## config.mk

```make
export PLATFORM = sky130hd
export DESIGN_NAME = wcm_div_stage
export DESIGN_NICKNAME = d
export VERILOG_FILES = /design/src/design/wcm_pkg.sv /design/src/design/wcm_div_stage.sv
export SDC_FILE = /design/constraint.sdc
export NUM_CORES = 1
export LEC_CHECK = 0
export BUFFER_PORTS_ARGS = -buffer_cell sky130_fd_sc_hd__buf_2
export CAP_MARGIN = 10
export CORE_MARGIN = 5
export CORE_UTILIZATION = 26
export DETAILED_ROUTE_END_ITERATION = 6
export GPL_TIMING_DRIVEN = 0
export RECOVER_POWER = 100
export SLEW_MARGIN = 20
export SYNTH_ARGS = -nofsm -noshare
export SYNTH_HDL_FRONTEND = slang
export SYNTH_SLANG_ARGS = --single-unit
```

## constraint.sdc

```tcl
create_clock -name vclk -period 14.25
set_input_delay 2.85 -clock vclk [all_inputs]
set_output_delay 2.85 -clock vclk [all_outputs]
set_load 0.1 [all_outputs]
```

## src/design/wcm_pkg.sv

```systemverilog
`default_nettype none
package wcm_pkg;

  // Field widths
  localparam int SIZE_W = 17;
  localparam int IN_W   = 18;
  localparam int OUT_W  = 24;
  localparam int PROD_W = 36;   // signed point times unsigned size
  localparam int CROSS_W = 2 * SIZE_W;
  localparam int NUM_W  = 38;   // fit numerator, signed
  localparam int DEN_W  = SIZE_W + 1;

  // Divider layout: quotient magnitude bits, two bits retired per stage
  localparam int QBITS      = OUT_W;
  localparam int STEPS      = 2;
  localparam int DIV_STAGES = QBITS / STEPS;

  // Register indexes
  localparam logic [2:0] REG_VIRT_W  = 3'd0;
  localparam logic [2:0] REG_VIRT_H  = 3'd1;
  localparam logic [2:0] REG_MODE    = 3'd2;
  localparam logic [2:0] REG_FRAME_W = 3'd3;
  localparam logic [2:0] REG_FRAME_H = 3'd4;

  // Scale modes (code three behaves as pixel)
  localparam logic [1:0] MODE_STRETCH = 2'd0;
  localparam logic [1:0] MODE_FIT     = 2'd1;
  localparam logic [1:0] MODE_PIXEL   = 2'd2;

  localparam logic [OUT_W-1:0] OUT_MAX = 24'h7FFFFF;
  localparam logic [OUT_W-1:0] OUT_MIN = 24'h800000;

  // One divider lane in flight
  typedef struct packed {
    logic [DEN_W-1:0] rem;   // partial remainder, always below den
    logic [QBITS-1:0] bits;  // dividend bits still to shift in, quotient shifts in below
    logic [DEN_W-1:0] den;
    logic             neg;
    logic             sat;
  } lane_t;

endpackage
`default_nettype wire

```

## src/design/wcm_div_stage.sv

```systemverilog
`default_nettype none
module wcm_div_stage (
  input  wcm_pkg::lane_t d_i,
  output wcm_pkg::lane_t d_o
);

  logic [wcm_pkg::DEN_W-1:0] rem_v;
  logic [wcm_pkg::DEN_W:0]   trial_v;
  logic [wcm_pkg::QBITS-1:0] bits_v;

  // Restoring division, two quotient bits per stage
  always_comb begin
    rem_v   = d_i.rem;
    bits_v  = d_i.bits;
    trial_v = '0;
    for (int k = 0; k < wcm_pkg::STEPS; k++) begin
      trial_v = {rem_v, bits_v[wcm_pkg::QBITS-1]};
      bits_v  = {bits_v[wcm_pkg::QBITS-2:0], 1'b0};
      if (trial_v >= {1'b0, d_i.den}) begin
        trial_v   = trial_v - {1'b0, d_i.den};
        bits_v[0] = 1'b1;
      end
      rem_v = trial_v[wcm_pkg::DEN_W-1:0];
    end
    d_o      = d_i;
    d_o.rem  = rem_v;
    d_o.bits = bits_v;
  end

endmodule
`default_nettype wire

```

==> flow_metrics.tcl, run 1 <==
set metrics [dict create \
    setup_viol 0 \
    final_antenna_net_count 0 \
    hold_buffers 0 \
    hpwl_um 6376 \
    synth.most_common_cell "buf_4" \
    synth_warnings 0 \
    initial_core_util_pct 26.23 \
    switching_share_pct 74.95 \
    ioPinCount 124 \
    synth_commonest_cells "buf_4 (42), ha_1 (36), a21oi_1 (31), inv_1 (26), mux2_2 (24)" \
    grt_pass1_wl_um 10920 \
    violations "capacitance limit, slew limit" \
    finalSetupTns_ns 0 \
    finalWorstSetupSlack_ns 1.544 \
    path_buf_inv 5 \
    startpoint "d_i[10]" \
    combPwrFrac_pct 100.0 \
    synth_cells 321 \
    place.gp.congestion 0.8457 \
    synth_top_family_by_area "compound AO/OA/AOI/OAI gates" \
    track_usage_pct 11.09 \
    relSlewSlack_pct -11.35 \
    synth_top_cell_by_area "ha_1" \
    period_share_pct 89.16 \
    overflow 0 \
    area_delta_synth_final_pct 23.27 \
    crit_chain "buf_2 -> inv_1 -> ha_1 -> a21o_1 -> a211oi_2 -> nor2_1 -> o311ai_4 -> a21oi_1 -> nor3_1 -> buf_6 -> mux2_2 -> ha_1 -> and4_1 -> and3_1 -> o21a_1 -> a21oi_2 -> o21ai_1 -> o311a_1 -> a211oi_4 -> buf_8 -> mux2_4 -> clkbuf_1" \
    cp.required_ns 11.40 \
    grt_pass1_vias 2378 \
    die_area_sq_mm 0.01175 \
    synth_top_area_share_pct 17.90 \
    nets 523 \
    postCtsSetupBuffers 0 \
    antenna-diode-count 0 \
    hold_path_class "primary input to output pin" \
    drive_above_1_share_pct 30.88 \
    status "complete, but fails checks" \
    drt_iter0_drc 67 \
    ir_drop_uv 118.2 \
    tightest_slew_ns 1.657 \
    netlist_area_sq_mm 0.002516 \
    regArea_sq_um 0 \
    die_w_um 108.4 \
    internal-power_mw 0.1262 \
    power_density_mw_per_mm2 162.5 \
    fillers 1066 \
    max_stage_delay_ns 1.26 \
    yosys-mux-area-fraction_pct 16.36 \
    cts_resized 0 \
    synthTopCellsByArea "ha_1 (18%), buf_4 (13%), mux2_2 (11%), xnor2_1 (7.7%), a21oi_1 (6.2%)" \
    routedWlPerCell_um 13.05 \
    power_frac_seq_pct 0 \
    core_sq_mm 0.009594 \
    max_freq_mhz 78.70 \
    die_h_um 108.4 \
    slowest_stage "nor3_1" \
    crit_path_start_kind "primary input" \
    first_pass_iters 4 \
    hold_viol 0 \
    max_cap_viol_count 1 \
    rsz0062_at_grt "false" \
    avgSynthCellArea_sq_um 7.839 \
    cp_max_fo 10 \
    n_sequential_cell 0 \
    via_count 2517 \
    drt_wl_total_um 7227 \
    port_buffers 100 \
    antenna_found_initial 0 \
    clkbuf_count 0 \
    fin_crit_ns 12.71 \
    synth-xor-area-share_pct 9.746 \
    cp_top_family "compound AO/OA/AOI/OAI gates" \
    synth_compound_area_share_pct 23.07 \
    drc 0 \
    grt_max_degree 11 \
    min_from "d_i[42]" \
    path_class "primary input to output pin" \
    rows 36 \
    dp_slack_ns 2.632 \
    power.switching_mw 0.3777 \
    power.leakage_nw 1.458 \
    pwr-share-clk_pct 0 \
    maxSlewViolCount 10 \
    critPathArrivalTime_ns 9.86 \
    path_common_cell "ha_1" \
    synth.yosys.seq_area_share_pct 0 \
    synth_fa_ha_area_share_pct 19.49 \
    vias_per_cell 4.543 \
    syn-num-nets 421 \
    synth_cell_type_count 53 \
    end_kind "output pin" \
    synthSimpleGateAreaFrac_pct 13.87 \
]
[power by group through the flow]
stage,combinational [mW],sequential [mW],clock (mW)
final,0.504,0,0
after global routing,0.530,0,0
after CTS,0.515,0,0
after detailed placement,0.513,0,0
after global placement,0.511,0,0
after floorplan,0.443,0,0
[layout make-up]
cell class | count | area, sq um | area share, %
multi-input combinational | 251 | 2066 | 66.60
timing repair buffer | 100 | 430.4 | 13.88
buffer | 44 | 341.6 | 11.01
tap | 133 | 166.4 | 5.365
inverter | 26 | 97.59 | 3.146
[cell families after synthesis]
logic type               count (synthesis)
XOR/XNOR                                28
adder cells (fa/ha/maj)                 38
AO/OA/AOI/OAI                           85
multiplexers                            35
buffers and inverters                   70
AND/OR/NAND/NOR                         65
[worst paths after layout]
kind | cells past startpoint | endpoint
setup / recovery | 22 | d_o[60]
hold / removal | 4 | d_o[44]
[metal layers]
layer  wire length, um  vias up  track usage [%]
met1              3204     1130            14.18
met2              3602       69            20.96
met4                 7        0           0.3607
met3               413        2            1.254
met5                 0        -                0
li1                  -     1316                -
[cell usage in the layout, fill, tap and decap left out, types with 2 or more instances in the layout]
cell type | netlist | final
a211o_1 | 2 | 2
a211oi_2 | 3 | 3
a21o_1 | 6 | 6
a21oi_1 | 31 | 31
a221oi_1 | 2 | 2
a31oi_1 | 2 | 2
and2_1 | 2 | 2
and3_1 | 2 | 2
and4_1 | 3 | 3
buf_2 | 0 | 44
buf_4 | 42 | 42
clkbuf_1 | 0 | 56
fa_1 | 2 | 2
ha_1 | 36 | 36
inv_1 | 26 | 26
mux2_2 | 24 | 24
mux2_4 | 6 | 6
mux2i_1 | 4 | 4
nand2_1 | 11 | 11
nand2b_1 | 6 | 6
nand3_1 | 2 | 2
nand4_1 | 3 | 3
nor2_1 | 21 | 21
nor2b_1 | 3 | 3
nor3_1 | 3 | 4
o211ai_1 | 2 | 2
o21a_1 | 6 | 6
o21ai_0 | 15 | 15
o21ai_1 | 2 | 2
or2_2 | 3 | 3
xnor2_1 | 22 | 22
xor2_1 | 6 | 6
[through the flow]
stage               instances  total power [mW]  cell area [sq um]  utilization [%]  hold slack, ns
global route              554            0.5303               3102            32.33           6.269
detailed placement        554            0.5130               3183            33.18           6.085
global placement          554            0.5108               3183            33.18           6.085
finish                    554            0.5040               3102            32.33           6.234
floorplan                 321            0.4432               2516                -           5.912
CTS                       554            0.5146               3183            33.18           6.085
(Power assumes the default switching activity.)
==> run 2, diff against run 1 <==
--- a/config.mk
+++ b/config.mk
@@ -7,12 +7,12 @@
 export LEC_CHECK = 0
 export BUFFER_PORTS_ARGS = -buffer_cell sky130_fd_sc_hd__buf_2
 export CAP_MARGIN = 10
+export CORE_ASPECT_RATIO = 1.1
 export CORE_MARGIN = 5
 export CORE_UTILIZATION = 26
 export DETAILED_ROUTE_END_ITERATION = 6
 export GPL_TIMING_DRIVEN = 0
 export RECOVER_POWER = 100
-export SLEW_MARGIN = 20
 export SYNTH_ARGS = -nofsm -noshare
 export SYNTH_HDL_FRONTEND = slang
 export SYNTH_SLANG_ARGS = --single-unit
==> constraint.sdc (replaced) <==
create_clock -name vclk -period 14.25
set_input_delay 2.1375 -clock vclk [all_inputs]
set_output_delay 2.1375 -clock vclk [all_outputs]
set_load 0.1 [all_outputs]
==> run 2 against run 1 <==
Net effect: the run still ends with capacitance limit, slew limit left; utilization grew 0.52 points; clock-buffer cell count unchanged; cell count fell by 2.9%; combinational power increased by 0.8%.
==> flow_metrics.tcl, run 2 (synthesized netlist as in run 1, its figures left out) <==
set metrics [dict create \
    post_dp_cell_area_sq_mm 0.003163 \
    overflow 0 \
    critPathArrivalTime_ns 9.63 \
    startpoint "d_i[10]" \
    track_usage_pct 11.39 \
    final_cells 538 \
    core_sq_mm 0.009398 \
    place.gp.congestion 0.8373 \
    hpwl_um 6407 \
    die_w_um 103.8 \
    drt_iter0_drc 47 \
    mostFrequentLayoutCells "buf_2 (58), buf_4 (42), clkbuf_1 (42), ha_1 (36), a21oi_1 (31)" \
    place_inst 538 \
    finalWorstSetupSlack_ns 2.482 \
    ir_drop_uv 86.52 \
    crit_path_start_kind "primary input" \
    first_pass_iters 5 \
    final_antenna_net_count 0 \
    clkbuf_count 0 \
    area_delta_synth_final_pct 22.68 \
    power.leakage_nw 1.494 \
    max_freq_mhz 84.98 \
    n_sequential_cell 0 \
    die_h_um 113.2 \
    end_kind "output pin" \
    regArea_sq_um 0 \
    ioPinCount 124 \
    tightest_slew_ns 1.730 \
    switching_share_pct 74.01 \
    path_buf_inv 5 \
    internal-power_mw 0.1320 \
    hold_buffers 0 \
    max_cap_viol_count 2 \
    hold_path_end "d_o[44]" \
    pwr-share-clk_pct 0 \
    power_density_mw_per_mm2 164.6 \
    cp.required_ns 12.11 \
    finalSetupTns_ns 0 \
    port_buffers 100 \
    fillers 1026 \
    cts_resized 0 \
    whs_path_depth 4 \
    relSlewSlack_pct -16.04 \
    drc 0 \
    slowest_stage "a211oi_1" \
    initial_core_util_pct 26.77 \
    power_frac_seq_pct 0 \
    power.switching_mw 0.3759 \
    grt_pass1_vias 2576 \
    drive_above_1_share_pct 33.97 \
    vias_per_cell 4.688 \
    antenna-diode-count 0 \
    grt_pass1_wl_um 11790 \
    hold_viol 0 \
    via_count 2522 \
    fin_util_pct 32.85 \
    min_from "d_i[42]" \
    crit_cells 22 \
    cp_top_family "compound AO/OA/AOI/OAI gates" \
    crit_chain "buf_2 -> inv_1 -> ha_1 -> a21o_1 -> a211oi_2 -> nor2_1 -> o311ai_4 -> a21oi_1 -> nor3_1 -> buf_6 -> mux2_2 -> ha_1 -> and4_1 -> and3_1 -> o21a_1 -> a21oi_2 -> o21ai_1 -> o311a_1 -> a211oi_1 -> buf_8 -> mux2i_1 -> buf_2" \
    nets 523 \
    dp_slack_ns 3.995 \
    postCtsSetupBuffers 0 \
    final_common_cell "buf_2" \
    drt_wl_total_um 7193 \
    antenna_found_initial 0 \
    rsz0062_at_grt "false" \
    combPwrFrac_pct 100.0 \
    grt_max_degree 11 \
    routedWlPerCell_um 13.37 \
    maxSlewViolCount 20 \
    setup_viol 0 \
    rows 37 \
    hold_path_class "primary input to output pin" \
    violations "capacitance limit, slew limit" \
    holdWs_ns 4.803 \
    design_area_sq_mm 0.003087 \
    fin_crit_ns 11.77 \
    period_share_pct 82.58 \
    path_class "primary input to output pin" \
    status "complete, but fails checks" \
    max_stage_delay_ns 1.36 \
    cp_max_fo 10 \
    totalPowerFinal_mw 0.5080 \
    die_area_sq_mm 0.01175 \
]
-- run 2: cell types whose count changed in the layout (fill, tap and decap cells not counted) --
cell      change
buf_2        +14
clkbuf_1     -14
a211oi_1      +1
a211oi_4      -1
-- run 2: area by class of cell --
| cell class | instances | area (sq um) | share of cell area [%] |
|---|---|---|---|
| Multi-Input combinational cell | 251 | 2053 | 66.52 |
| Timing Repair Buffer | 100 | 447.9 | 14.51 |
| Tap cell | 117 | 146.4 | 4.743 |
| Inverter | 26 | 97.59 | 3.162 |
| Buffer | 44 | 341.6 | 11.07 |
-- run 2: worst max path at each step --
stage | slack (ns) | endpoint
after global routing | 2.09 | d_o[54]
after CTS | 3.97 | d_o[54]
after global placement | 4.04 | d_o[54]
after floorplan | 4.11 | d_o[44]
after detailed placement | 4.00 | d_o[54]
final | 2.48 | d_o[54]
-- run 2: layer usage --
layer | routed length, um | GRT usage (%) | share of wire, % | vias up
met5 | 0 | 0 | 0 | -
met4 | 28 | 0.9499 | 0.39 | 0
met3 | 358 | 1.312 | 5.0 | 2
met2 | 3586 | 20.92 | 50 | 77
met1 | 3220 | 14.84 | 45 | 1123
li1 | - | - | - | 1320
-- run 2: power groups by stage --
stage	combinational (mW)	clock [mW]	sequential (mW)
6_report	0.508	0	0
3_3_place_gp	0.511	0	0
5_1_grt	0.536	0	0
3_5_place_dp	0.514	0	0
4_1_cts	0.515	0	0
2_1_floorplan	0.443	0	0
